**src/rtl/msp_pkg.sv**
```systemverilog
package msp_pkg;

    localparam int CharWidth  = 8;
    localparam int KindWidth  = 3;
    localparam int CauseWidth = 3;
    localparam int NibWidth   = 4;

    // input word: char_in, padded to whole bytes
    localparam int InDataWidth  = 8;
    // output word: byte_out, present, error_cause, padded to whole bytes
    localparam int OutDataWidth = 16;
    localparam int OutUserWidth = KindWidth;

    localparam logic [CharWidth-1:0] ChOpen  = 8'h28;
    localparam logic [CharWidth-1:0] ChClose = 8'h29;
    localparam logic [CharWidth-1:0] ChHash  = 8'h23;

    typedef enum logic [11:0] {
        PH_IDLE  = 12'h001,
        PH_FUNCT = 12'h002,
        PH_AFTF  = 12'h004,
        PH_TAG   = 12'h008,
        PH_DATA  = 12'h010,
        PH_HEXD  = 12'h020,
        PH_TAGSP = 12'h040,
        PH_AFTP  = 12'h080,
        PH_HEXV  = 12'h100,
        PH_RAWD  = 12'h200,
        PH_RAWV  = 12'h400,
        PH_FIN   = 12'h800
    } phase_t;

    typedef enum logic [KindWidth-1:0] {
        K_FUNCT = 3'd0,
        K_TAG   = 3'd1,
        K_VALUE = 3'd2,
        K_PEND  = 3'd3,
        K_DATA  = 3'd4,
        K_DONE  = 3'd5,
        K_ERR   = 3'd6
    } kind_t;

    typedef enum logic [CauseWidth-1:0] {
        C_NONE     = 3'd0,
        C_EMPTY_FN = 3'd1,
        C_PAREN_FN = 3'd2,
        C_PAREN_DV = 3'd3,
        C_UNTERM   = 3'd4
    } cause_t;

    typedef struct packed {
        logic                ok;
        logic [NibWidth-1:0] nib;
    } hex_digit_t;

    function automatic logic is_ws(input logic [CharWidth-1:0] c);
        return (c == 8'h20) || (c >= 8'h09 && c <= 8'h0d);
    endfunction

    function automatic hex_digit_t hex_val(input logic [CharWidth-1:0] c);
        hex_digit_t r;
        logic [CharWidth-1:0] d;
        r.ok  = 1'b0;
        r.nib = '0;
        d     = '0;
        if (c >= 8'h30 && c <= 8'h39) begin
            d     = c - 8'h30;
            r.ok  = 1'b1;
            r.nib = d[NibWidth-1:0];
        end else if (c >= 8'h61 && c <= 8'h66) begin
            d     = c - 8'h57;
            r.ok  = 1'b1;
            r.nib = d[NibWidth-1:0];
        end else if (c >= 8'h41 && c <= 8'h46) begin
            d     = c - 8'h37;
            r.ok  = 1'b1;
            r.nib = d[NibWidth-1:0];
        end
        return r;
    endfunction

endpackage

```
**src/rtl/message_sexpr_stream_parser.sv**
```systemverilog
// channel | ports                              | word contents (lowest bit up)
// --------+------------------------------------+-----------------------------------------
// input   | s_tvalid s_tready s_tdata s_tlast  | tdata: char_in[7:0]; tlast: last
// output  | m_tvalid m_tready m_tdata m_tuser  | tdata: byte_out[7:0] present[8]
//         |                                    |        error_cause[11:9] zero[15:12]
//         |                                    | tuser: kind[2:0]
//
// one character per cycle sustained while the output is not stalled; a token reaches the output
// through the input register, then decode into the result register
// the parse state updates as the character leaves the input register, so
// the only loop is the state-transition logic
// aresetn is synchronous active low and returns the parser to idle
// a stalled output holds the result register; the input register still
// takes a word while the result register is free or being taken
module message_sexpr_stream_parser (
    input  logic                              aclk,
    input  logic                              aresetn,
    input  logic                              s_tvalid,
    output logic                              s_tready,
    input  logic [msp_pkg::InDataWidth-1:0]   s_tdata,   // char_in[7:0]
    input  logic                              s_tlast,   // last
    output logic                              m_tvalid,
    input  logic                              m_tready,
    output logic [msp_pkg::OutDataWidth-1:0]  m_tdata,   // byte_out, present, error_cause
    output logic [msp_pkg::OutUserWidth-1:0]  m_tuser    // kind
);
    import msp_pkg::*;

    // input register
    logic                 in_valid_reg;
    logic [CharWidth-1:0] in_char_reg;
    logic                 in_last_reg;

    // parse state
    phase_t              phase_reg, phase_next;
    logic [NibWidth-1:0] held_reg, held_next;
    logic                wait_reg, wait_next;
    logic                inval_reg, inval_next;
    logic                seen_reg, seen_next;
    logic                fempty_reg, fempty_next;

    // result register
    logic                  out_valid_reg;
    kind_t                 out_kind_reg;
    logic [CharWidth-1:0]  out_byte_reg;
    logic                  out_present_reg;
    cause_t                out_cause_reg;

    // decode results
    logic                 emit;
    kind_t                e_kind;
    logic [CharWidth-1:0] e_byte;
    logic                 e_present;
    cause_t               e_cause;
    logic                 do_ds;
    logic                 hex_ok;
    hex_digit_t           hd;
    logic [CharWidth-1:0] c;
    logic                 c_ws;

    // the input register moves on when the result register can take its token
    logic advance;
    assign advance  = in_valid_reg && (!out_valid_reg || m_tready);
    assign s_tready = !in_valid_reg || advance;

    assign c      = in_char_reg;
    assign c_ws   = is_ws(c);
    assign hd     = hex_val(c);
    assign hex_ok = !inval_reg && seen_reg && !wait_reg;

    always_comb begin
        phase_next  = phase_reg;
        held_next   = held_reg;
        wait_next   = wait_reg;
        inval_next  = inval_reg;
        seen_next   = seen_reg;
        fempty_next = fempty_reg;
        emit        = 1'b0;
        e_kind      = K_FUNCT;
        e_byte      = '0;
        e_present   = 1'b0;
        e_cause     = C_NONE;
        do_ds       = 1'b0;

        unique case (phase_reg)
            PH_IDLE: begin
                if (c == ChOpen) begin
                    phase_next  = PH_FUNCT;
                    fempty_next = 1'b1;
                end
            end
            PH_FUNCT: begin
                if (c_ws) begin
                    if (fempty_reg) begin
                        phase_next = PH_FIN;
                        emit       = 1'b1;
                        e_kind     = K_ERR;
                        e_cause    = C_EMPTY_FN;
                    end else begin
                        phase_next = PH_AFTF;
                    end
                end else if (c == ChOpen) begin
                    phase_next = PH_FIN;
                    emit       = 1'b1;
                    e_kind     = K_ERR;
                    e_cause    = C_PAREN_FN;
                end else if (c == ChClose) begin
                    phase_next = PH_FIN;
                    emit       = 1'b1;
                    e_kind     = K_DONE;
                end else begin
                    fempty_next = 1'b0;
                    emit        = 1'b1;
                    e_kind      = K_FUNCT;
                    e_byte      = c;
                end
            end
            PH_AFTF, PH_AFTP: begin
                if (!c_ws) begin
                    if (c == ChOpen) phase_next = PH_TAG;
                    else do_ds = 1'b1;
                end
            end
            PH_TAG: begin
                if (c_ws) begin
                    phase_next = PH_TAGSP;
                end else if (c == ChClose) begin
                    phase_next = PH_AFTP;
                    emit       = 1'b1;
                    e_kind     = K_PEND;
                end else begin
                    emit   = 1'b1;
                    e_kind = K_TAG;
                    e_byte = c;
                end
            end
            PH_TAGSP: begin
                if (c == ChOpen) begin
                    phase_next = PH_FIN;
                    emit       = 1'b1;
                    e_kind     = K_ERR;
                    e_cause    = C_PAREN_DV;
                end else if (c == ChClose) begin
                    phase_next = PH_AFTP;
                    emit       = 1'b1;
                    e_kind     = K_PEND;
                end else if (c == ChHash) begin
                    phase_next = PH_HEXV;
                    held_next  = '0;
                    wait_next  = 1'b0;
                    inval_next = 1'b0;
                    seen_next  = 1'b0;
                end else if (!c_ws) begin
                    phase_next = PH_RAWV;
                    emit       = 1'b1;
                    e_kind     = K_VALUE;
                    e_byte     = c;
                end
            end
            PH_DATA: begin
                do_ds = 1'b1;
            end
            PH_HEXD, PH_HEXV: begin
                if (c == ChClose) begin
                    phase_next = (phase_reg == PH_HEXD) ? PH_FIN : PH_AFTP;
                    emit       = 1'b1;
                    e_kind     = (phase_reg == PH_HEXD) ? K_DONE : K_PEND;
                    e_present  = hex_ok;
                end else begin
                    seen_next = 1'b1;
                    if (!inval_reg) begin
                        if (!hd.ok) begin
                            inval_next = 1'b1;
                        end else if (wait_reg) begin
                            emit      = 1'b1;
                            e_kind    = (phase_reg == PH_HEXD) ? K_DATA : K_VALUE;
                            e_byte    = {held_reg, hd.nib};
                            wait_next = 1'b0;
                        end else begin
                            held_next = hd.nib;
                            wait_next = 1'b1;
                        end
                    end
                end
            end
            PH_RAWD: begin
                if (c == ChClose) begin
                    phase_next = PH_FIN;
                    emit       = 1'b1;
                    e_kind     = K_DONE;
                    e_present  = 1'b1;
                end else begin
                    emit   = 1'b1;
                    e_kind = K_DATA;
                    e_byte = c;
                end
            end
            PH_RAWV: begin
                if (c == ChClose) begin
                    phase_next = PH_AFTP;
                    emit       = 1'b1;
                    e_kind     = K_PEND;
                    e_present  = 1'b1;
                end else begin
                    emit   = 1'b1;
                    e_kind = K_VALUE;
                    e_byte = c;
                end
            end
            PH_FIN: begin
            end
            default: begin
            end
        endcase

        // start of the data part (after funct or after a parameter)
        if (do_ds) begin
            phase_next = PH_DATA;
            if (c == ChOpen) begin
                phase_next = PH_FIN;
                emit       = 1'b1;
                e_kind     = K_ERR;
                e_cause    = C_PAREN_DV;
            end else if (c == ChClose) begin
                phase_next = PH_FIN;
                emit       = 1'b1;
                e_kind     = K_DONE;
            end else if (c == ChHash) begin
                phase_next = PH_HEXD;
                held_next  = '0;
                wait_next  = 1'b0;
                inval_next = 1'b0;
                seen_next  = 1'b0;
            end else if (!c_ws) begin
                phase_next = PH_RAWD;
                emit       = 1'b1;
                e_kind     = K_DATA;
                e_byte     = c;
            end
        end

        // end of string: unfinished message turns into an error, then reset
        if (in_last_reg) begin
            if (phase_next != PH_FIN) begin
                emit      = 1'b1;
                e_kind    = K_ERR;
                e_byte    = '0;
                e_present = 1'b0;
                e_cause   = C_UNTERM;
            end
            phase_next  = PH_IDLE;
            held_next   = '0;
            wait_next   = 1'b0;
            inval_next  = 1'b0;
            seen_next   = 1'b0;
            fempty_next = 1'b1;
        end
    end

    // input register
    always_ff @(posedge aclk) begin
        if (!aresetn) begin
            in_valid_reg <= 1'b0;
        end else if (s_tready) begin
            in_valid_reg <= s_tvalid;
        end
    end

    always_ff @(posedge aclk) begin
        if (s_tready && s_tvalid) begin
            in_char_reg <= s_tdata[CharWidth-1:0];
            in_last_reg <= s_tlast;
        end
    end

    // parse state
    always_ff @(posedge aclk) begin
        if (!aresetn) begin
            phase_reg  <= PH_IDLE;
            held_reg   <= '0;
            wait_reg   <= 1'b0;
            inval_reg  <= 1'b0;
            seen_reg   <= 1'b0;
            fempty_reg <= 1'b1;
        end else if (advance) begin
            phase_reg  <= phase_next;
            held_reg   <= held_next;
            wait_reg   <= wait_next;
            inval_reg  <= inval_next;
            seen_reg   <= seen_next;
            fempty_reg <= fempty_next;
        end
    end

    // result register
    always_ff @(posedge aclk) begin
        if (!aresetn) begin
            out_valid_reg <= 1'b0;
        end else if (advance) begin
            out_valid_reg <= emit;
        end else if (m_tready) begin
            out_valid_reg <= 1'b0;
        end
    end

    always_ff @(posedge aclk) begin
        if (advance && emit) begin
            out_kind_reg    <= e_kind;
            out_byte_reg    <= e_byte;
            out_present_reg <= e_present;
            out_cause_reg   <= e_cause;
        end
    end

    assign m_tvalid = out_valid_reg;
    assign m_tuser  = out_kind_reg;
    assign m_tdata  = {{(OutDataWidth - CharWidth - 1 - CauseWidth){1'b0}},
                       out_cause_reg, out_present_reg, out_byte_reg};

    // a last character always brings the parser back to idle
    a_last_idle: assert property (@(posedge aclk) disable iff (!aresetn)
        advance && in_last_reg |=> phase_reg == PH_IDLE)
        else $error("parser not idle after last character");

    // an error token carries a cause, any other token none
    a_err_cause: assert property (@(posedge aclk) disable iff (!aresetn)
        m_tvalid |-> ((m_tuser == K_ERR) == (out_cause_reg != C_NONE)))
        else $error("error cause does not match token kind");

    // present is only set on parameter end and done
    a_present: assert property (@(posedge aclk) disable iff (!aresetn)
        m_tvalid && out_present_reg |-> (m_tuser == K_PEND || m_tuser == K_DONE))
        else $error("present set on wrong token kind");

    // a held nibble only exists once the hex body has seen a character
    a_nibble: assert property (@(posedge aclk) disable iff (!aresetn)
        wait_reg |-> seen_reg)
        else $error("nibble waiting with no hex character seen");

    // a stalled token is neither lost nor overwritten
    a_hold: assert property (@(posedge aclk) disable iff (!aresetn)
        m_tvalid && !m_tready |=> m_tvalid && $stable(m_tdata) && $stable(m_tuser))
        else $error("stalled token changed");

endmodule

```
**config.mk**
```make
export PLATFORM = sky130hd
export DESIGN_NAME = message_sexpr_stream_parser
export DESIGN_NICKNAME = d
export VERILOG_FILES = /design/src/rtl/msp_pkg.sv /design/src/rtl/message_sexpr_stream_parser.sv
export SDC_FILE = /design/constraint.sdc
export NUM_CORES = 1
export LEC_CHECK = 0
export ABC_AREA = 1
export BUFFER_PORTS_ARGS = -buffer_cell sky130_fd_sc_hd__clkbuf_2
export CORE_ASPECT_RATIO = 1.5
export CORE_MARGIN = 3
export CORE_UTILIZATION = 64
export CTS_CLUSTER_DIAMETER = 40
export DETAILED_ROUTE_END_ITERATION = 8
export PLACE_DENSITY_LB_ADDON = 0.15
export SLEW_MARGIN = 20
export SYNTH_ARGS = -nofsm -noshare
export SYNTH_HDL_FRONTEND = slang
export SYNTH_SLANG_ARGS = --single-unit
export TNS_END_PERCENT = 30
```
**constraint.sdc**
```tcl
create_clock -name aclk -period 8.2 [get_ports aclk]
set_input_delay 0.82 -clock aclk [delete_from_list [all_inputs] [get_ports aclk]]
set_output_delay 0.82 -clock aclk [all_outputs]
set_load 0.05 [all_outputs]
```
---- Word level (Yosys, flattened, before mapping) ----
Cells that the tools add are included.
cells by class
  $add $sub $neg .......................... 3
  magnitude comparators ................... 8
  eq/ne operators ......................... 20
  multiplexer cells ....................... 162
  reductions and logical operators ........ 22
operators by type and width
  kind                                                               count
  two-way mux 12 bit                                                 19
  two-way mux 8 bit                                                  19
  one-hot mux 12 bit (8 select lines)                                1
  two-way mux 3 bit                                                  23
  two-way mux 1 bit                                                  65
  two-way mux 4 bit                                                  12
  one-hot mux 8 bit (5 select lines)                                 1
  == test 8 x 6 -> 1 bit, second input constant                      4
  two-way mux 10 bit                                                 2
  one-hot mux 3 bit (6 select lines)                                 1
  greater-or-equal comparator 8 x 7 -> 1 bit, second input constant  2
  <= comparator 8 x 7 -> 1 bit, second input constant                2
  two-way mux 5 bit                                                  3
  two-way mux 2 bit                                                  7
  == test 12 x 1 -> 1 bit, second input constant                     1
  == test 12 x 10 -> 1 bit, second input constant                    1
  == test 12 x 11 -> 1 bit, second input constant                    1
  == test 12 x 2 -> 1 bit, second input constant                     1
  == test 12 x 3 -> 1 bit, second input constant                     1
  == test 12 x 4 -> 1 bit, second input constant                     1
  == test 12 x 5 -> 1 bit, second input constant                     1
  == test 12 x 6 -> 1 bit, second input constant                     1
  == test 12 x 7 -> 1 bit, second input constant                     1
  == test 12 x 8 -> 1 bit, second input constant                     1
  other kinds (20)                                                   44
word-level totals
  bits in registers ....................... 46
  input port bits ......................... 13
  output and inout port bits .............. 21
  word-level logic and storage cells ...... 229

---- Logic depth before layout (Yosys ltp) ----
Gate-level depths: netlist of the first run.
  depth after elaboration ................. 17
  depth in mapped cells ................... 21
  gate-level depth less buffers ........... 21

---- Worst setup path after synthesis of the first run ----
Ideal clock, no wire load.
  path kind ............................... reg-to-reg
  from .................................... register in_char_reg[0], in the netlist c[0]
  to ...................................... register out_kind_reg[0], in the netlist m_tuser[0] (enable)
  library setup time ...................... 0.359 ns
  data arrival time ....................... 2.318 ns
  data required time ...................... 7.841 ns
  slack ................................... 5.523 ns
  cell stages (with the launch flop) ...... 21
  buffers on the path ..................... 0
  period minus slack after synthesis ...... 2.677 ns
  cells stage by stage .................... edfxtp_1 -> inv_1 -> ha_1 -> nand2_1 -> nand2_1 -> nand2_1 -> nand2_1 -> nand2_2 -> nor2_2 -> nand2_1 -> nand2_1 -> inv_1 -> nor2_2 -> nand2_1 -> o211ai_1 -> nor2_1 -> nand3_2 -> o21bai_4 -> nand2_2 -> nand2_1 -> inv_1
on the way
  word-level cells in the longest chain between the ends .. 17
  elaborated cells on any way between the ends .. 60
  those cells by class .................... order compare: 8; eq/ne: 5; mux: 41; reduce/logical: 6
RTL lines
  what                                                                                               RTL line                            RTL
  start: declaration                                                                                 message_sexpr_stream_parser.sv:31   logic [CharWidth-1:0] in_char_reg;
  start signal: assignment                                                                           message_sexpr_stream_parser.sv:271  in_char_reg <= s_tdata[CharWidth-1:0];
  greater-or-equal comparator 8 x 7 -> 1 bit / <= comparator 8 x 7 -> 1 bit (equally long branches)  msp_pkg.sv:74                       end else if (c >= 8'h41 && c <= 8'h46) begin
  logical AND 1 bit                                                                                  msp_pkg.sv:74
  two-way mux 5 bit                                                                                  msp_pkg.sv:74
  two-way mux 5 bit                                                                                  msp_pkg.sv:70                       end else if (c >= 8'h61 && c <= 8'h66) begin
  two-way mux 5 bit                                                                                  msp_pkg.sv:66                       if (c >= 8'h30 && c <= 8'h39) begin
  two-way mux 1 bit                                                                                  message_sexpr_stream_parser.sv:172  if (!hd.ok) begin
  two-way mux 1 bit                                                                                  message_sexpr_stream_parser.sv:171  if (!inval_reg) begin
  two-way mux 1 bit                                                                                  message_sexpr_stream_parser.sv:164  if (c == ChClose) begin
  one-hot mux 1 bit (5 select lines)                                                                 message_sexpr_stream_parser.sv:85   unique case (phase_reg)
  two-way mux 1 bit                                                                                  message_sexpr_stream_parser.sv:234  end else if (!c_ws) begin
  two-way mux 1 bit                                                                                  message_sexpr_stream_parser.sv:228  end else if (c == ChHash) begin
  two-way mux 1 bit                                                                                  message_sexpr_stream_parser.sv:224  end else if (c == ChClose) begin
  two-way mux 1 bit                                                                                  message_sexpr_stream_parser.sv:219  if (c == ChOpen) begin
  two-way mux 1 bit                                                                                  message_sexpr_stream_parser.sv:217  if (do_ds) begin
  two-way mux 1 bit                                                                                  message_sexpr_stream_parser.sv:244  if (phase_next != PH_FIN) begin
  two-way mux 1 bit (*)                                                                              message_sexpr_stream_parser.sv:243  if (in_last_reg) begin
  logical AND 1 bit (*)                                                                              message_sexpr_stream_parser.sv:307  if (advance && emit) begin
  end signal: assignment                                                                             message_sexpr_stream_parser.sv:308  out_kind_reg <= e_kind;
  end: declaration                                                                                   message_sexpr_stream_parser.sv:44   kind_t out_kind_reg;
Every way passes the cells marked *; elsewhere a longest branch is shown, timed or not.
A chain may end at the register's enable or synchronous reset.

---- Worst setup path in the final report of the first run ----
  from .................................... register in_char_reg[0], in the netlist c[0]
  to ...................................... register out_byte_reg[1] (enable)
on the way
  word-level cells in the longest chain between the ends .. 17
  elaborated cells on any way between the ends .. 60
  those cells by class .................... order compare: 8; eq/ne: 5; mux: 41; reduce/logical: 6
RTL lines
  what                                                                                               RTL line                            RTL
  greater-or-equal comparator 8 x 7 -> 1 bit / <= comparator 8 x 7 -> 1 bit (equally long branches)  msp_pkg.sv:74
  logical AND 1 bit                                                                                  msp_pkg.sv:74
  two-way mux 5 bit                                                                                  msp_pkg.sv:74
  two-way mux 5 bit                                                                                  msp_pkg.sv:70
  two-way mux 5 bit                                                                                  msp_pkg.sv:66
  two-way mux 1 bit                                                                                  message_sexpr_stream_parser.sv:172
  two-way mux 1 bit                                                                                  message_sexpr_stream_parser.sv:171
  two-way mux 1 bit                                                                                  message_sexpr_stream_parser.sv:164
  one-hot mux 1 bit (5 select lines)                                                                 message_sexpr_stream_parser.sv:85
  two-way mux 1 bit                                                                                  message_sexpr_stream_parser.sv:234
  two-way mux 1 bit                                                                                  message_sexpr_stream_parser.sv:228
  two-way mux 1 bit                                                                                  message_sexpr_stream_parser.sv:224
  two-way mux 1 bit                                                                                  message_sexpr_stream_parser.sv:219
  two-way mux 1 bit                                                                                  message_sexpr_stream_parser.sv:217
  two-way mux 1 bit                                                                                  message_sexpr_stream_parser.sv:244
  two-way mux 1 bit (*)                                                                              message_sexpr_stream_parser.sv:243
  logical AND 1 bit (*)                                                                              message_sexpr_stream_parser.sv:307
  end signal: assignment                                                                             message_sexpr_stream_parser.sv:309  out_byte_reg <= e_byte;
  end: declaration                                                                                   message_sexpr_stream_parser.sv:45   logic [CharWidth-1:0] out_byte_reg;
Marks and branches as above.

==> results.yml, run 1 <==
outcome:
  status: "finished, final reports clean"
detailed_routing:
  wl_met1_um: 3390
  drt-vias-per-instance: 5.97
  vias: 3461
  route.met2.wl_um: 5030
  first_pass_iters: 5
  drc: 0
  wl_met3_um: 542
  drt_wl_total_um: 9460
  maxUsedRoutingLayer: "met4"
  antenna_left: 0
  wl_per_cell_um: 16.3
  drt-initial-drc-count: 379
clock_network:
  ctsHoldBuffers: 0
  htree_levels: 2
  clock_latency_ns: 0.30
  cts-root-buf: "clkbuf_8"
  clock_sinks: 46
  cts_buffers: 5
  post_cts_buffers: 0
  cts_resized: 0
  cts_tree: "built"
  clk_pin_slew_ns: 0.08
  clk_path_buf_depth: 2
yosys:
  synth_xor_area_share_pct: 0.511
  synth_edf_count: 24
  syn-instance-count: 486
  yosys.area.top_type_share_pct: 21.0
  synth_area_mm2: 0.00343
  yosys_warnings: 0
  synthAdderAreaFrac_pct: 1.82
  yosys-mux-area-fraction_pct: 0
  synthArstFlopShare_pct: 0
  synth-simple-area-share_pct: 37.2
  synth_top_family_by_area: "simple AND/OR/NAND/NOR gates"
  ys_types: 44
  ys_top_cells_by_area: "edfxtp_1 21%, nand2_1 13%, dfxtp_1 13%"
  ys_seq_area_share_pct: 33.9
  synth_flop_cell: "edfxtp_1"
  avgSynthCellArea_um2: 7.06
  yosys_register_bits: 46
  synth_compound_area_share_pct: 15.8
  yosys.cell_count.top_type: "nand2_1"
  yosys-top-cells-count: "121 x nand2_1, 64 x inv_1, 36 x nor2_1"
  yosysTopAreaCell: "edfxtp_1"
setup_path:
  crit_path_start: "c[0]$_DFFE_PP_"
  rrSetupSlack_ns: 4.72
  worstSetupPathType: "flop to flop"
  crit_buf_inv: 3
  cp-end-kind: "flop"
  critPathMostFrequentCell: "nand2_1"
  worstPathRequired_ns: 8.14
  cpMaxStageDelayCell: "edfxtp_1"
  cpPeakStageDelay_ns: 0.50
  arrival_ns: 3.42
  crit_family: "simple AND/OR/NAND/NOR gates"
  path_cells: "inv_1, ha_1, nand2_1, nand2_1, nand2_1, nand2_1, nand2_2, nor2_2, nand2_1, nand2_1, inv_1, nor2_2, nand2_1, o211ai_1, nor2_1, nand3_2, o21bai_4, nand2_2, nand2_1, inv_1"
  worstSetupStartpointType: "flop"
  reg2reg_from: "c[0]$_DFFE_PP_"
  critical_path_peak_fanout: 16
floorplan:
  die_h_um: 95.7
  dieArea_mm2: 0.00629
  die_w_um: 65.8
  io_pins: 34
  core_area_mm2: 0.00516
  num_rows: 32
  start_util_pct: 66.4
timing:
  fin_setup_tns_ns: 0
  relSlewSlack_pct: 51.2
  fin_crit_sh_pct: 42.5
  skew_ns: 0.00598
  drv_slew: 0
  fin_hold_ws_ns: 0.468
  rsz0062_at_grt: "false"
  worst_pin_slew_ns: 0.731
  clock.fmax_mhz: 287
  hold_viol_final: 0
  setup_viol: 0
  period_minus_slack_ns: 3.48
global_route:
  grt_pass1_wl_um: 15600
  antenna_found_initial: 0
  grt_pass1_vias: 3318
  grt_overflow: 0
  grt_max_degree: 22
  track_usage_pct: 32.4
finish:
  seq_area_mm2: 0.00116
  finalNonFillerCells: 580
  area_delta_synth_final_pct: 6.97
  antennaDiodeCount: 0
  layout-drive-gt1-share_pct: 18.9
  largest_register_ffs: 12
  multi_input_area_mm2: 0.00192
  fin_nets: 529
  fill_cells: 443
  fin_util_pct: 71.0
worst_hold_path:
  min_from: "seen_reg$_SDFFE_PN0P_"
  hold_class: "flop to flop"
placed_design:
  dp_hpwl_um: 7480
  port_buffers: 29
  dp_cells: 572
  gp_congestion: 0.999
power_and_ir_drop:
  powerDensity_mw_per_mm2: 129
  irDropWorstVdd_v: 0.0000918
  total_power_mw: 0.475
  p_leak_nw: 1.61
flow_run:
  drv_cap: 0
-- routing by layer --
metal  vias to the layer above  global-route usage, %
met5                         -                      0
met4                         0                   18.0
met3                        48                   4.95
met2                       175                   59.8
met1                      1580                   34.3
li1                       1658                      -
-- power breakdown --
| part | internal (mW) | switching (mW) |
|---|---|---|
| combinational | 0.0232 | 0.0604 |
| sequential | 0.248 | 0.00589 |
| clock | 0.0602 | 0.0774 |
| total | 0.331 | 0.144 |
-- final timing paths --
check / endpoint / depth (start not counted)
hold reg to reg: seen_reg$_SDFFE_PN0P_ / 2
hold / removal: seen_reg$_SDFFE_PN0P_ / 2
setup reg to reg: out_byte_reg[1]$_DFFE_PP_ / 20
setup / recovery: out_byte_reg[1]$_DFFE_PP_ / 20
-- placed cells by master, fill, tap and decap left out, drive strengths merged, types with 2 or more instances in the layout --
cell type,count
clkbuf,35
nand3,37
o2111ai,3
o22ai,8
nor3,12
o21ai,24
o211ai,4
xor2,2
a31oi,3
clkinv,2
edfxtp,24
o31ai,2
nor4,2
a22oi,5
nand4,8
dfxtp,22
a211oi,3
inv,72
a21oi,33
nand2,137
conb,4
nor2,58
ha,5
-- metrics by stage --
| step | setup WS [ns] | instance area, um^2 |
|---|---|---|
| detailed placement | 4.80 | 3580 |
| global route | 4.44 | 3670 |
| floorplan | 5.52 | 3440 |
| finish | 4.72 | 3670 |
| global placement | 4.87 | 3580 |
| CTS | 4.78 | 3670 |
-- cell families after synthesis --
group           after synthesis
simple gates                256
other cells                   1
compound gates               90
buf+inv                      86
flops                        46
fa+ha+maj                     5
xor+xnor                      2
-- worst min-delay path: cells and delay by family (launching register included) --
kind / cells / cell delay (ns)
and+or+nand+nor: 1 / 0.06
AOI/OAI and AO/OA: 1 / 0.05
DFF: 1 / 0.32
-- final cells by class --
cell class	instances	area share, %
Clock inverter	2	0.375
Clock buffer	6	1.98
Timing Repair Buffer	29	3.96
Tap cell	68	2.32
Inverter	72	7.50
Sequential cell	46	31.7
Multi-Input combinational cell	357	52.2
Note: power is estimated with default switching activity, not from simulation.
==> run 2, diff against run 1 <==
Settings changed: ABC_AREA 1 to 0, CORE_UTILIZATION 64 to 53.
Clock period 8.2 ns to 3.06 ns, I/O delays scaled along.
==> run 2 against run 1 <==
Critical path depth is 12 lower. Global-route usage is 1.5 points higher. Synthesized cell count down 25%. Final area rose by 17%. Flip-flop and latch count unchanged. Cell count fell by 5.7%. Sequential share of layout area shrank 4.6 points. First-iteration DRC count fell by 2.1%. Die area increased by 10%. Register-to-register slack worse by 4.9 ns. Largest power group unchanged. Critical endpoint is now m_tuser[2]$_DFFE_PP_. Area after synthesis fell by 8.0%. The run now ends with negative setup slack left. Hold slack lost 0.29 ns.
==> results.yml, run 2 <==
placed_design:
  port_buffers: 29
  dp_hpwl_um: 9130
  gp_congestion: 1.02
  place_area_mm2: 0.00399
yosys:
  ys_seq_area_share_pct: 36.8
  synth_top_family_by_area: "simple AND/OR/NAND/NOR gates"
  synth_edf_count: 24
  synth_xor_area_share_pct: 1.94
  synth-simple-area-share_pct: 28.8
  synthAdderAreaFrac_pct: 1.98
  yosysTopAreaCell: "edfxtp_1"
  yosys.cell_count.top_type: "nor2_1"
  yosys-top-cells-count: "43 x nor2_1, 26 x nand2_1, 24 x edfxtp_1"
  yosys-mux-area-fraction_pct: 0.317
  synth_area_mm2: 0.00316
  yosys_register_bits: 46
  synth_compound_area_share_pct: 24.7
  yosys.area.top_type_share_pct: 22.8
  yosys_warnings: 0
  syn-instance-count: 366
  avgSynthCellArea_um2: 8.62
  synth_flop_cell: "edfxtp_1"
  ys_top_cells_by_area: "edfxtp_1 23%, dfxtp_1 14%, nor2_1 5.1%"
  ys_types: 76
  synthArstFlopShare_pct: 0
setup_path:
  cpMaxStageDelayCell: "or4b_4"
  crit_family: "simple AND/OR/NAND/NOR gates"
  cp-end-kind: "flop"
  worstSetupPathType: "flop to flop"
  path_cells: "or4b_4, nor3b_4, nor2_2, o221a_2, and3_4, a2111o_1, o31a_1, or3_1"
  crit_path_start: "c[6]$_DFFE_PP_"
  arrival_ns: 3.31
  worstPathRequired_ns: 3.11
  crit_buf_inv: 0
  critical_path_peak_fanout: 4
  cpPeakStageDelay_ns: 0.61
  worstSetupStartpointType: "flop"
  reg2reg_from: "c[6]$_DFFE_PP_"
global_route:
  track_usage_pct: 33.9
  grt_overflow: 0
  grt_pass1_wl_um: 18200
  grt_pass1_vias: 3540
  grt_max_degree: 22
  antenna_found_initial: 0
clock_network:
  htree_levels: 2
  clock_sinks: 46
  cts_tree: "built"
  clk_pin_slew_ns: 0.08
  cts_buffers: 5
  clock_latency_ns: 0.31
  cts-root-buf: "clkbuf_8"
  clk_path_buf_depth: 2
finish:
  antennaDiodeCount: 0
  mostFrequentLayoutCell: "buf_4"
  fin_nets: 494
  largest_register_ffs: 12
  fin_util_pct: 76.4
  layout-drive-gt1-share_pct: 37.5
  design_area_mm2: 0.00429
  area_delta_synth_final_pct: 36.0
  final_cell_mix: "98 x buf_4, 40 x nor2_1, 29 x clkbuf_2"
floorplan:
  io_pins: 34
  start_util_pct: 56.2
  core_area_mm2: 0.00562
  die_w_um: 69
  num_rows: 33
  dieArea_mm2: 0.00693
  die_h_um: 101
timing:
  period_minus_slack_ns: 3.26
  hold_viol_final: 0
  worst_pin_slew_ns: 0.751
  rsz0062_at_grt: "true"
  relSlewSlack_pct: 49.9
  clock.fmax_mhz: 307
  fin_crit_sh_pct: 106
  skew_ns: 0.00740
  setup_slack_ns: -0.198
  setup_viol: 29
  drv_slew: 0
power_and_ir_drop:
  comb_power_share_pct: 12.0
  switching_share_pct: 25.2
  internal-power_mw: 0.957
  p_leak_nw: 1.74
  irDropWorstVdd_v: 0.000398
  power_frac_seq_pct: 52.5
  switchingPower_mw: 0.323
  power_frac_clock_pct: 35.6
  powerDensity_mw_per_mm2: 298
detailed_routing:
  wl_per_cell_um: 21.8
  vias: 3615
  first_pass_iters: 6
  drt_wl_total_um: 11900
  antenna_left: 0
  drt-vias-per-instance: 6.61
  drc: 0
  drt-initial-drc-count: 371
worst_hold_path:
  min_from: "s_tdata[4]"
  hold_class: "input pin to flop"
outcome:
  violations: "negative setup slack"
  status: "complete, but fails checks"
flow_run:
  drv_cap: 0
## run 2: final cells by class
type / instances / area [um^2]
Clock inverter: 2 / 37.5
Clock buffer: 6 / 72.6
Tap cell: 70 / 87.6
Timing Repair Buffer: 129 / 912
Sequential cell: 46 / 1160
Fill cell: 416 / 1320
Multi-Input combinational cell: 288 / 2000
Inverter: 6 / 22.5
## run 2: per-layer routing
layer  part of all wire [%]  GRT usage (%)  wire length (um)  up-vias
met4                    8.2           24.4               979        0
met2                     52           60.7              6160      236
met5                      0              0                 0        -
met1                     34           36.5              4080     1676
met3                    6.0           4.19               722       84
li1                       -              -                 -     1619
## run 2: worst reg2reg max path, delay by kind of cell (launching register included)
| family | cells | cell delay, ns |
|---|---|---|
| and+or+nand+nor | 5 | 1.53 |
| AOI/OAI and AO/OA | 3 | 1.09 |
| DFF | 1 | 0.40 |
## run 2: power by group through the flow
| stage | Combinational [mW] | Sequential [mW] | Clock [mW] |
|---|---|---|---|
| final | 0.153 | 0.671 | 0.455 |
| after detailed placement | 0.142 | 0.684 | 0 |
| after CTS | 0.145 | 0.670 | 0.459 |
| after floorplan | 0.0712 | 0.702 | 0 |
| after global routing | 0.162 | 0.673 | 0.474 |
| after global placement | 0.139 | 0.683 | 0 |
## run 2: path summary, 6_finish.rpt
path                           end  slack [ns]  cells past startpoint
max           m_tuser[2]$_DFFE_PP_       -0.20                      8
min                 c[4]$_DFFE_PP_        0.17                      1
max reg2reg   m_tuser[2]$_DFFE_PP_       -0.20                      8
min reg2reg  seen_reg$_SDFFE_PN0P_        0.51                      2
## run 2: stage by stage
step | worst slack, ns | TNS [ns] | hold slack, ns | std cells | total power [mW]
after global placement | -0.634 | -11.10 | 0.469 | 532 | 0.823
after global routing | -0.285 | -5.07 | 0.170 | 547 | 1.31
after floorplan | 0.00483 | 0 | 0.378 | 369 | 0.774
final | -0.198 | -2.83 | 0.174 | 547 | 1.28
after CTS | -0.135 | -2.13 | 0.172 | 541 | 1.27
after detailed placement | -0.578 | -10.64 | 0.482 | 532 | 0.826
## run 2: cells by family after synthesis
| kind of cell | Yosys count |
|---|---|
| flops | 46 |
| other cells | 1 |
| xor+xnor | 7 |
| compound gates | 113 |
| simple gates | 158 |
| mux | 1 |
| buf+inv | 35 |
| fa+ha+maj | 5 |
## run 2: what timing repair did
action,CTS,global route
resized for setup,8,22
setup buffers,1,6
pin swaps,2,10
hold buffers,0,0
endpoints found under the setup margin,29,29
==> run 3, diff against run 2 <==
--- a/config.mk
+++ b/config.mk
@@ -8,7 +8,9 @@
 export ABC_AREA = 0
 export BUFFER_PORTS_ARGS = -buffer_cell sky130_fd_sc_hd__clkbuf_2
+export CELL_PAD_IN_SITES_DETAIL_PLACEMENT = 1
+export CELL_PAD_IN_SITES_GLOBAL_PLACEMENT = 2
 export CORE_ASPECT_RATIO = 1.5
 export CORE_MARGIN = 3
-export CORE_UTILIZATION = 53
+export CORE_UTILIZATION = 33
 export CTS_CLUSTER_DIAMETER = 40
 export DETAILED_ROUTE_END_ITERATION = 8
==> constraint.sdc (replaced) <==
create_clock -name aclk -period 3.06 [get_ports aclk]
set_input_delay 0.459 -clock aclk [delete_from_list [all_inputs] [get_ports aclk]]
set_output_delay 0.459 -clock aclk [all_outputs]
set_load 0.05 [all_outputs]
==> run 3 against run 2 <==
The flow still finishes with violations (negative setup slack). Routed wire length up 9.2%. First-iteration DRC count down 53%. Clock skew down 0.0010 ns. Global-route usage down 9.4 points. Flip-flop and latch count unchanged. Sequential power about the same. Clock power up 23%. Die area up 56%.
==> results.yml, run 3 (same netlist as run 2, synthesis figures left out) <==
detailed_routing:
  first_pass_iters: 4
  drt-vias-per-instance: 5.83
  vias: 3477
  drt-initial-drc-count: 175
  drt_wl_total_um: 13100
  wl_per_cell_um: 21.9
  drc: 0
  antenna_left: 0
clock_network:
  clock_sinks: 46
  clk_path_buf_depth: 2
  ctsHoldBuffers: 0
  cts_tree: "built"
  clock_latency_ns: 0.29
  htree_levels: 2
  cts-root-buf: "clkbuf_16"
  cts_buffers: 5
  clk_pin_slew_ns: 0.07
floorplan:
  io_pins: 34
  dieArea_mm2: 0.0108
  die_h_um: 126
  start_util_pct: 33.9
  num_rows: 43
  core_area_mm2: 0.00931
  die_w_um: 85.8
setup_path:
  worstSetupPathType: "flop to flop"
  cpMaxStageDelayCell: "or4b_4"
  worstPathRequired_ns: 3.10
  worstSetupStartpointType: "flop"
  critical_path_peak_fanout: 5
  arrival_ns: 3.29
  path_cells: "or4b_4, nor3b_4, a21oi_4, a22oi_2, a311oi_2, a2111o_1, o31a_1, or3_1"
  cp-end-kind: "flop"
  cpPeakStageDelay_ns: 0.60
global_route:
  grt_overflow: 0
  grt_pass1_vias: 3716
  grt_max_degree: 22
  antenna_found_initial: 0
  grt_pass1_wl_um: 20100
  track_usage_pct: 24.5
timing:
  setup_viol: 28
  period_minus_slack_ns: 3.25
  fin_setup_tns_ns: -3.57
  fin_crit_sh_pct: 106
  rsz0062_at_grt: "true"
  drv_slew: 0
  clock.fmax_mhz: 307
  skew_ns: 0.00636
  setup_slack_ns: -0.193
  worst_pin_slew_ns: 0.838
  relSlewSlack_pct: 44.1
  hold_viol_final: 0
power_and_ir_drop:
  comb_power_share_pct: 11.0
  internal-power_mw: 1.02
  power_frac_seq_pct: 48.5
  switching_share_pct: 26.4
  power_frac_clock_pct: 40.5
  switchingPower_mw: 0.366
  irDropWorstVdd_v: 0.000260
  powerDensity_mw_per_mm2: 313
  p_leak_nw: 1.79
flow_run:
  drv_cap: 0
outcome:
  status: "complete, but fails checks"
  violations: "negative setup slack"
placed_design:
  dp_hpwl_um: 10800
  dpl_worst_slack_ns: -0.297
  gp_congestion: 0.981
  port_buffers: 29
finish:
  fin_nets: 501
  mostFrequentLayoutCell: "buf_4"
  area_delta_synth_final_pct: 40.0
  final_cell_mix: "106 x buf_4, 42 x nor2_1, 29 x clkbuf_2"
  antennaDiodeCount: 0
  seq_area_mm2: 0.00116
  fill_cells: 1139
  multi_input_area_mm2: 0.00198
  layout-drive-gt1-share_pct: 38.0
  largest_register_ffs: 12
worst_hold_path:
  hold_class: "input pin to flop"
[run 3: final cells by class]
cell class / instances / area share [%]
Inverter: 6 / 0.510
Tap cell: 112 / 3.17
Clock buffer: 5 / 2.83
Timing Repair Buffer: 136 / 21.8
Clock inverter: 3 / 0.538
Sequential cell: 46 / 26.3
Multi-Input combinational cell: 288 / 44.9
[run 3: through the flow]
step	area, um^2	instances	util, %	hold WS, ns	total power, mW
after floorplan	3210	369	-	0.454	0.774
after global placement	4110	583	44.2	0.475	0.830
after detailed placement	4110	583	44.2	0.489	0.832
after CTS	4390	595	47.2	0.335	1.40
after global routing	4420	596	47.5	0.335	1.43
final	4420	596	47.5	0.339	1.38
[run 3: metal layers]
metal  GRT usage (%)  vias up  wire length [um]
li1                -     1624                 -
met1            25.2     1725              4750
met2            47.4       88              7220
met3            2.29       40               387
met4            12.5        0               690
met5               0        -                 0
[run 3: timing repair]
| item | CTS | global route |
|---|---|---|
| gates resized for setup | 20 | 4 |
| pin swaps | 4 | 4 |
| endpoints found under the setup margin | 29 | 29 |
| buffers inserted | 4 | 1 |
[run 3: worst paths after layout]
kind / from / endpoint / slack (ns) / cells past startpoint
min reg2reg: seen_reg$_SDFFE_PN0P_ / seen_reg$_SDFFE_PN0P_ / 0.49 / 2
max reg2reg: c[7]$_DFFE_PP_ / m_tuser[2]$_DFFE_PP_ / -0.19 / 8
min: s_tdata[2] / c[2]$_DFFE_PP_ / 0.34 / 1
max: c[7]$_DFFE_PP_ / m_tuser[2]$_DFFE_PP_ / -0.19 / 8
[run 3: critical path, delay by kind of cell (launching register included)]
kind             cells  cell delay [ns]
AO/OA/AOI/OAI        5             1.41
AND/OR/NAND/NOR      3             1.18
flip-flops           1             0.39
[run 3: power groups by stage]
stage               Clock [mW]  Combinational (mW)  Sequential (mW)
finish                   0.560               0.153            0.671
global route             0.599               0.163            0.672
CTS                      0.581               0.153            0.671
detailed placement           0               0.148            0.685
global placement             0               0.147            0.684
floorplan                    0              0.0712            0.702
